`src/sv/rbsi_pkg.sv`:
```
// rbsi_pkg: shared constants, lane status type and request/result types for the ray/box slab test
// depends on nothing
package rbsi_pkg;

  localparam int unsigned FracBitsDef = 16;
  localparam int unsigned CoordW      = 32;
  localparam int unsigned ExtW        = 31;
  localparam int unsigned NumAxes     = 3;

  typedef logic signed [CoordW-1:0] coord_t;
  typedef logic        [ExtW-1:0]   ext_t;

  // per-axis result handed from a lane to the merge stage
  typedef struct packed {
    logic   parallel;  // zero direction, no time limit
    logic   in_slab;   // origin within slab (parallel case)
    coord_t t_near;
    coord_t t_far;
  } lane_res_t;

  typedef struct packed {
    coord_t origin_x;
    coord_t origin_y;
    coord_t origin_z;
    coord_t dir_x;
    coord_t dir_y;
    coord_t dir_z;
    coord_t center_x;
    coord_t center_y;
    coord_t center_z;
    ext_t   extent_x;
    ext_t   extent_y;
    ext_t   extent_z;
  } ray_req_t;

  typedef struct packed {
    logic   hit;
    coord_t t_hit;
  } hit_res_t;

endpackage

```
`src/sv/rbsi_merge.sv`:
```
// rbsi_merge: combines the three lane intervals into hit and distance
// depends on rbsi_pkg
module rbsi_merge (
  input  logic                clk_i,
  input  logic                en_i,
  input  rbsi_pkg::lane_res_t lane_i [rbsi_pkg::NumAxes],
  output rbsi_pkg::hit_res_t  res_o
);
  import rbsi_pkg::*;

  coord_t tmin, tmax;
  logic   ok;

  always_comb begin
    tmin = {1'b1, {(CoordW-1){1'b0}}};
    tmax = {1'b0, {(CoordW-1){1'b1}}};
    ok   = 1'b1;
    for (int a = 0; a < NumAxes; a++) begin
      if (lane_i[a].parallel) begin
        ok = ok & lane_i[a].in_slab;
      end else begin
        if (lane_i[a].t_near > tmin) tmin = lane_i[a].t_near;
        if (lane_i[a].t_far  < tmax) tmax = lane_i[a].t_far;
      end
    end
    // order-independent: empty after any axis stays empty
    ok = ok && (tmin <= tmax) && !tmax[CoordW-1];
  end

  always_ff @(posedge clk_i) begin
    if (en_i) begin
      res_o.hit   <= ok;
      res_o.t_hit <= !ok ? '0 : (tmin[CoordW-1] ? tmax : tmin);
    end
  end
endmodule

```
`config.mk`:
```
export PLATFORM = sky130hd
export DESIGN_NAME = rbsi_merge
export DESIGN_NICKNAME = d
export VERILOG_FILES = /design/src/sv/rbsi_pkg.sv /design/src/sv/rbsi_merge.sv
export SDC_FILE = /design/constraint.sdc
export NUM_CORES = 1
export LEC_CHECK = 0
export ABC_AREA = 1
export BUFFER_PORTS_ARGS = -buffer_cell sky130_fd_sc_hd__buf_2
export CAP_MARGIN = 30
export CORE_MARGIN = 4
export CORE_UTILIZATION = 48
export CTS_CLUSTER_DIAMETER = 80
export CTS_CLUSTER_SIZE = 12
export DETAILED_ROUTE_END_ITERATION = 6
export GPL_ROUTABILITY_DRIVEN = 0
export PLACE_DENSITY_LB_ADDON = 0.12
export SYNTH_ARGS = -nofsm -noshare
export SYNTH_HDL_FRONTEND = slang
export SYNTH_SLANG_ARGS = --single-unit
export TNS_END_PERCENT = 5
```
`constraint.sdc`:
```
create_clock -name clk_i -period 12.25 [get_ports clk_i]
set_clock_uncertainty 0.1 [all_clocks]
set_input_delay 1.225 -clock clk_i [delete_from_list [all_inputs] [get_ports clk_i]]
set_output_delay 1.225 -clock clk_i [all_outputs]
set_load 0.01 [all_outputs]
```
-- After elaboration in Yosys (flattened, before gate mapping)
Cells that the tools add are included.
- latch bits: 0
- ROM bits: 0
- bits in registers: 33
- word-level logic and storage cells: 32
- memories: 0
- bits in writable memories: 0
- magnitude comparators: 7
- div/mod/pow operators: 0
- equality and inequality tests: 0
- bitwise gates (word level): 2
- add/subtract/negate cells: 0
- shift-type cells: 0
- reductions and logical operators: 4
- $mul: 0
- multiplexer cells: 16
- operator list (kind ; count):
    $mux W32 ; 12
    $gt A32 B32 Y1 ; 2
    $lt A32 B32 Y1 ; 2
    $gt A32 B32 Y1 const B ; 1
    $le A32 B32 Y1 ; 1
    $lt A32 B32 Y1 const B ; 1
    $mux W31 ; 1
    $mux W1 ; 3
    $and A1 B1 Y1 ; 2
    $logic_and A1 B1 Y1 ; 2
    $reduce_and A2 Y1 ; 1
    $logic_not A1 Y1 ; 1

-- Longest topological paths before layout
Gate-level depths: netlist of run 1.
- depth after elaboration: 13
- depth in mapped cells: 53

-- Least setup slack after synthesis of run 1
No wires, ideal clock.
- kind: input-to-reg
- start point: input lane_i[197] (netlist name)
- end point: register res_o[16] (netlist name) (data pin)
- buffers on the path: 5
- stages on the path: 45
- library setup time: 140 ps
- path slack: 4332 ps
- data arrival time: 7678 ps
- path through: clkbuf_1 inv_1 clkbuf_1 nand2_1 ha_1 nand2_1 inv_1 a221oi_1 o221ai_1 nand2_1 o2111ai_1 nand2_1 nand3b_1 xnor2_1 nand3_1 clkbuf_1 nand2_1 o21ai_0 [... 9 more ...] nand3_1 inv_2 clkbuf_1 o21a_1 inv_1 ha_1 a21oi_1 nor2_1 a211oi_1 o221ai_1 a2111o_1 nor3_1 a221o_1 nand2_1 inv_1 buf_1 nand3_2 nor2_1
- cells in the longest elaborated chain, start to end: 10
- elaborated cells between the ends (all ways): 24
- those cells by class: 5 x order compare; 14 x mux; 2 x bitwise; 3 x reduce/logical
- ends and longest elaborated chain (what ; line ; text):
    start: declaration ; rbsi_merge.sv:6 ; input rbsi_pkg::lane_res_t lane_i [rbsi_pkg::NumAxes],
    $mux W32 ; rbsi_merge.sv:19 ; if (lane_i[a].parallel) begin
    $gt A32 B32 Y1 / $lt A32 B32 Y1 (equally long branches) ; rbsi_merge.sv:22, rbsi_merge.sv:23 ;
    $mux W32, on equally long branches ; rbsi_merge.sv:22, rbsi_merge.sv:23 ;
    $mux W32 ; rbsi_merge.sv:19 ;
    $gt A32 B32 Y1 / $lt A32 B32 Y1 (equally long branches) ; rbsi_merge.sv:22, rbsi_merge.sv:23 ;
    $mux W32, on equally long branches ; rbsi_merge.sv:22, rbsi_merge.sv:23 ;
    $mux W32 ; rbsi_merge.sv:19 ;
    $le A32 B32 Y1 ; rbsi_merge.sv:27 ; ok = ok && (tmin <= tmax) && !tmax[CoordW-1];
    $logic_and A1 B1 Y1 (2 in series) ; rbsi_merge.sv:27 ;
    end: declaration ; rbsi_merge.sv:7 ; output rbsi_pkg::hit_res_t res_o
Several ways; a longest one is shown, not always the timed one.
A chain may end at the register's enable or synchronous reset.

-- Worst setup path after layout of run 1
- start point: input lane_i[197] (netlist name)
- end point: register res_o[8] (netlist name) (data pin)
Same word-level chain as after synthesis.

==> results.json, run 1 <==
{
  "status": "completed",
  "avgRoutedWirePerCell_um": 13.9,
  "nNetsFinal": 1723,
  "clockBufferDepth": 2,
  "grt_overflow_total": 0,
  "synth_top_cell_by_area": "ha_1",
  "crit_top_cell": "nor2_1",
  "p_int_uw": 438,
  "fp.dieH_um": 133,
  "syn_to_final_growth_pct": 19.2,
  "drtIter0Drc": 447,
  "cts-resized-gates": 0,
  "pwr_density_cell_mw_per_mm2": 95.9,
  "grt_pass1_wl_um": 35100,
  "initial_core_util": 0.491,
  "antenna_found_initial": 2,
  "max-vdd-ir-drop_v": 0.0000541,
  "cap_violations": 0,
  "hold_viol_final": 0,
  "numCtsBuffers": 5,
  "avgViaCountPerCell": 5.16,
  "crit_path_end_kind": "register",
  "combPwrFrac": 0.686,
  "fp.coreArea_mm2": 0.0153,
  "grtUsageTotal": 0.238,
  "dp_cells": 1569,
  "finalSetupViolations": 0,
  "p_sw_frac": 0.489,
  "holdBufCountCts": 0,
  "synth.distinct_cells": 43,
  "crit_arrival_ns": 9.43,
  "layout.cells.non_filler": 1578,
  "finalCoreUtilization": 0.585,
  "fin_setup_tns_ns": 0,
  "syn_area_mm2": 0.00749,
  "max_clock_freq_mhz": 107,
  "rsz0062_at_grt": "no",
  "finalPower_uw": 856,
  "top_register": "res_o",
  "synth-main-ff-cell": "edfxtp_1",
  "die_x_um": 133,
  "switchingPower_uw": 419,
  "synth_top_area_frac": 0.264,
  "slowest_stage": "inv_2",
  "cts_setup_buffers": 0,
  "drive_above_1_share": 0.202,
  "root_buffer": "clkbuf_16",
  "drc_errors": 0,
  "period_share": 0.766,
  "syn_avg_cell_area_um2": 6.40,
  "synth.area.top_cells": "ha_1 26%, nand2_1 14%, edfxtp_1 13%",
  "portBuffers": 232,
  "max_stage_delay_ns": 0.71,
  "htree_levels": 2,
  "ys_warn_count": 0,
  "drt_pass1_iterations": 5,
  "min_path_type": "input pin to register",
  "synthTopCellsByCount": "283 x nand2_1, 158 x ha_1, 158 x inv_1",
  "tightest_slew_ns": 0.913,
  "synth.most_common_cell": "nand2_1",
  "fin_crit_ns": 9.39,
  "cp_max_fo": 64,
  "dieArea_mm2": 0.0177,
  "grt_pass1_vias": 7415,
  "ys_seq_elements": 33,
  "seqPwrFrac": 0.172,
  "synth-async-reset-ratio": 0,
  "crit_type": "input pin to register",
  "cts_sinks": 33,
  "slew_viol_final": 0,
  "synth_nets": 1529,
  "cts_tree": "built",
  "dpl.hpwl_um": 18500,
  "largest_reg_flops": 33,
  "path_clk_slew_ns": 0.05,
  "synth_edf_count": 33,
  "wirelength_um": 21900,
  "reg.largest.list": "res_o x33",
  "power_frac_clock": 0.142,
  "io_pins": 233,
  "syn_inst": 1171,
  "rows": 45,
  "ant_nets": 0,
  "worstPathRequired_ns": 12.29,
  "critical_path.startpoint_type": "input pin",
  "grt_max_degree": 65,
  "max_slew_margin": 0.391,
  "leakagePower_uw": 0.00503,
  "yosysSeqAreaShare": 0.132,
  "num_vias": 8136
}
-- area by class of cell --
type / count / area, um2
Sequential cell: 33 / 991
Timing Repair Buffer: 239 / 1250
Multi-Input combinational cell: 924 / 5680
Tap cell: 211 / 264
Inverter: 162 / 608
Antenna cell: 1 / 2.50
Clock buffer: 8 / 136
Fill cell: 1546 / 6330
-- kinds of logic (layout without fill, tap and decap cells) --
kind of cell | Yosys count | count (layout) | share of synthesized area
simple gates | 517 | 517 | 0.305
compound gates | 247 | 247 | 0.185
buf+inv | 214 | 409 | 0.112
fa+ha+maj | 158 | 158 | 0.264
other cells | 1 | 2 | 0.000501
xor+xnor | 1 | 1 | 0.00117
flops | 33 | 33 | 0.132
-- critical path, delay by kind of cell --
kind	cells	cell delay, ns
buf+inv	7	2.32
simple gates	15	2.20
fa+ha+maj	3	1.01
compound gates	12	2.50
xor+xnor	1	0.14
-- worst paths after layout --
check | start | endpoint | cells past startpoint
setup / recovery | lane_i[197] | res_o[8] | 38
hold / removal | lane_i[31] | res_o[32] | 4
-- power by group through the flow --
stage	combinational [uW]	clock, uW	sequential (uW)
floorplan	418	0	156
global placement	573	0	150
detailed placement	587	0	150
CTS	590	123	148
global route	680	126	149
finish	587	121	148
-- stage by stage --
step / hold slack (ns) / instance area (um2) / setup WS, ns
after floorplan: 1.24 / 7490 / 4.33
after global placement: 1.54 / 8740 / 1.77
after detailed placement: 1.54 / 8790 / 2.55
after CTS: 1.33 / 8930 / 2.83
after global routing: 1.35 / 8930 / 1.76
final: 1.33 / 8930 / 2.86
-- layout by cell type, fill, tap and decap left out, types with 22 or more instances in the layout --
cell      count
a21oi_1      76
o21a_1       32
o21ai_0     110
nor2_1      120
ha_1        158
nand3_1      26
nand2_1     283
buf_2       232
nand3_2      22
inv_1       158
edfxtp_1     33
nand4_1      46
-- per-layer routing --
metal | global-route usage | up-vias | routed length, um
met5 | 0 | - | 12
met4 | 0.0491 | 2 | 291
met3 | 0.0411 | 20 | 1890
met2 | 0.390 | 277 | 9460
met1 | 0.329 | 3502 | 10300
li1 | - | 4335 | -
(Power assumes the default switching activity.)
==> run 2: changes to the inputs <==
==> constraint.sdc (replaced) <==
create_clock -name clk_i -period 7.7 [get_ports clk_i]
set_clock_uncertainty 0.1 [all_clocks]
set_input_delay 0.77 -clock clk_i [delete_from_list [all_inputs] [get_ports clk_i]]
set_output_delay 0.77 -clock clk_i [all_outputs]
set_load 0.01 [all_outputs]
==> run 2 against run 1 <==
Non-clock buffer count rose by 97. Flip-flop and latch count stayed put. Global-route usage rose by 1.4 points. Count of clock-buffer cells in the layout is 2 lower. Critical path depth is 7 higher. Utilization increased by 7.2 points. Largest cell class unchanged. Largest power group unchanged.
==> results.json, run 2 (synthesis results as in run 1) <==
{
  "dpl.hpwl_um": 19700,
  "max_slew_margin": 0.332,
  "period_share": 0.966,
  "nNetsFinal": 1822,
  "min_path_type": "input pin to register",
  "met3_usage": 0.0403,
  "syn_to_final_growth_pct": 33.9,
  "max-vdd-ir-drop_v": 0.0000924,
  "antenna_cells": 0,
  "leakagePower_uw": 0.00559,
  "num_vias": 8751,
  "status": "completed",
  "rows": 45,
  "drive_above_1_share": 0.278,
  "critical_path.startpoint_type": "input pin",
  "avgViaCountPerCell": 5.22,
  "portBuffers": 232,
  "fill_cells": 1438,
  "fin_setup_tns_ns": 0,
  "cap_violations": 0,
  "cp_max_fo": 12,
  "fp.coreArea_mm2": 0.0153,
  "antenna_found_initial": 1,
  "most-common-layout-cells": "281 x nand2_1, 232 x buf_2, 155 x inv_1, 155 x ha_1, 118 x nor2_1",
  "top_register": "res_o",
  "tightest_slew_ns": 0.995,
  "wirelength_um": 24500,
  "avgRoutedWirePerCell_um": 14.6,
  "busiest_layer": "met2",
  "finalSetupViolations": 0,
  "rsz0062_at_grt": "yes",
  "die_x_um": 133,
  "max_stage_delay_ns": 0.48,
  "grt_pass1_vias": 7940,
  "ant_nets": 0,
  "worstPathRequired_ns": 7.64,
  "slowest_stage": "a2111o_1",
  "numCtsBuffers": 5,
  "clockBufferDepth": 2,
  "hold_viol_final": 0,
  "finalPower_uw": 1600,
  "fin_crit_ns": 7.44,
  "io_pins": 233,
  "drt_pass1_iterations": 5,
  "drc_errors": 0,
  "initial_core_util": 0.491,
  "holdPathStages": 4,
  "layout_commonest_cell": "nand2_1",
  "dieArea_mm2": 0.0177,
  "multi_input_area_mm2": 0.00588,
  "place_ws_ns": -0.200,
  "dp_cells": 1655,
  "crit_path_end_kind": "register",
  "finalWorstSetupSlack_ns": 0.263,
  "layout.cells.non_filler": 1675,
  "grtUsageTotal": 0.252,
  "pwr_density_cell_mw_per_mm2": 160,
  "cts_tree": "built",
  "root_buffer": "clkbuf_16",
  "largest_reg_flops": 33,
  "grt_overflow_total": 0,
  "crit_type": "input pin to register",
  "holdBufCountCts": 0,
  "grt_pass1_wl_um": 37200,
  "whs_ns": 0.866,
  "drtIter0Drc": 560,
  "hold_end": "res_o[32]",
  "fp.dieH_um": 133,
  "crit_top_cell": "nand2_1",
  "htree_levels": 2,
  "crit_arrival_ns": 7.37,
  "cts_sinks": 33,
  "regArea_um2": 991,
  "slew_viol_final": 0,
  "max_clock_freq_mhz": 134,
  "met1_usage": 0.349,
  "path_clk_slew_ns": 0.05,
  "reg.largest.list": "res_o x33",
  "grt_max_degree": 63,
  "use_met2": 0.420,
  "hp-start": "lane_i[31]"
}
-- run 2: stage by stage --
stage	utilization	cell area, um2
2_1_floorplan	-	7490
3_3_place_gp	0.620	9460
3_5_place_dp	0.620	9460
4_1_cts	0.629	9600
5_1_grt	0.657	10000
6_report	0.657	10000
-- run 2: worst max-delay path by stage --
stage / startpoint / slack, ns / cells past startpoint / endpoint
after global placement: lane_i[197] / -0.04 / 43 / res_o[15]
after CTS: lane_i[197] / 0.07 / 45 / res_o[12]
after floorplan: lane_i[197] / 0.24 / 44 / res_o[16]
final: lane_i[197] / 0.26 / 45 / res_o[10]
after global routing: lane_i[197] / -0.16 / 46 / res_o[15]
after detailed placement: lane_i[197] / -0.20 / 41 / res_o[7]
-- run 2: area by class of cell --
class / count / share of cell area
clock buffer: 6 / 0.0129
inverter: 162 / 0.0619
clock inverter: 1 / 0.000374
multi-input combinational: 924 / 0.586
timing repair buffer: 336 / 0.211
timing repair inverter: 2 / 0.00250
sequential: 33 / 0.0988
tap: 211 / 0.0263
-- run 2: worst max-delay path, delay by kind of cell --
kind	cells	cell delay, ns
compound gates	13	2.33
fa+ha+maj	3	0.91
buf+inv	11	1.44
xor+xnor	1	0.13
simple gates	17	1.75
-- run 2: what timing repair did --
| item | 4_1_cts | 5_1_grt |
|---|---|---|
| buffers inserted | 0 | 6 |
| gates resized for setup | 1 | 66 |
| cloned | 0 | 7 |
| pin swaps | 0 | 20 |
| endpoints found under the setup margin | 28 | 32 |
-- run 2: routing by layer --
layer,vias up,wire (um)
met4,2,323
met5,-,13
met3,24,2300
li1,4532,-
met1,3857,10800
met2,336,11000
-- run 2: power by group --
| group | total [uW] | internal (uW) | switching [uW] |
|---|---|---|---|
| Sequential | 235 | 227 | 7.49 |
| Combinational | 1170 | 502 | 672 |
| Clock | 191 | 117 | 73.9 |
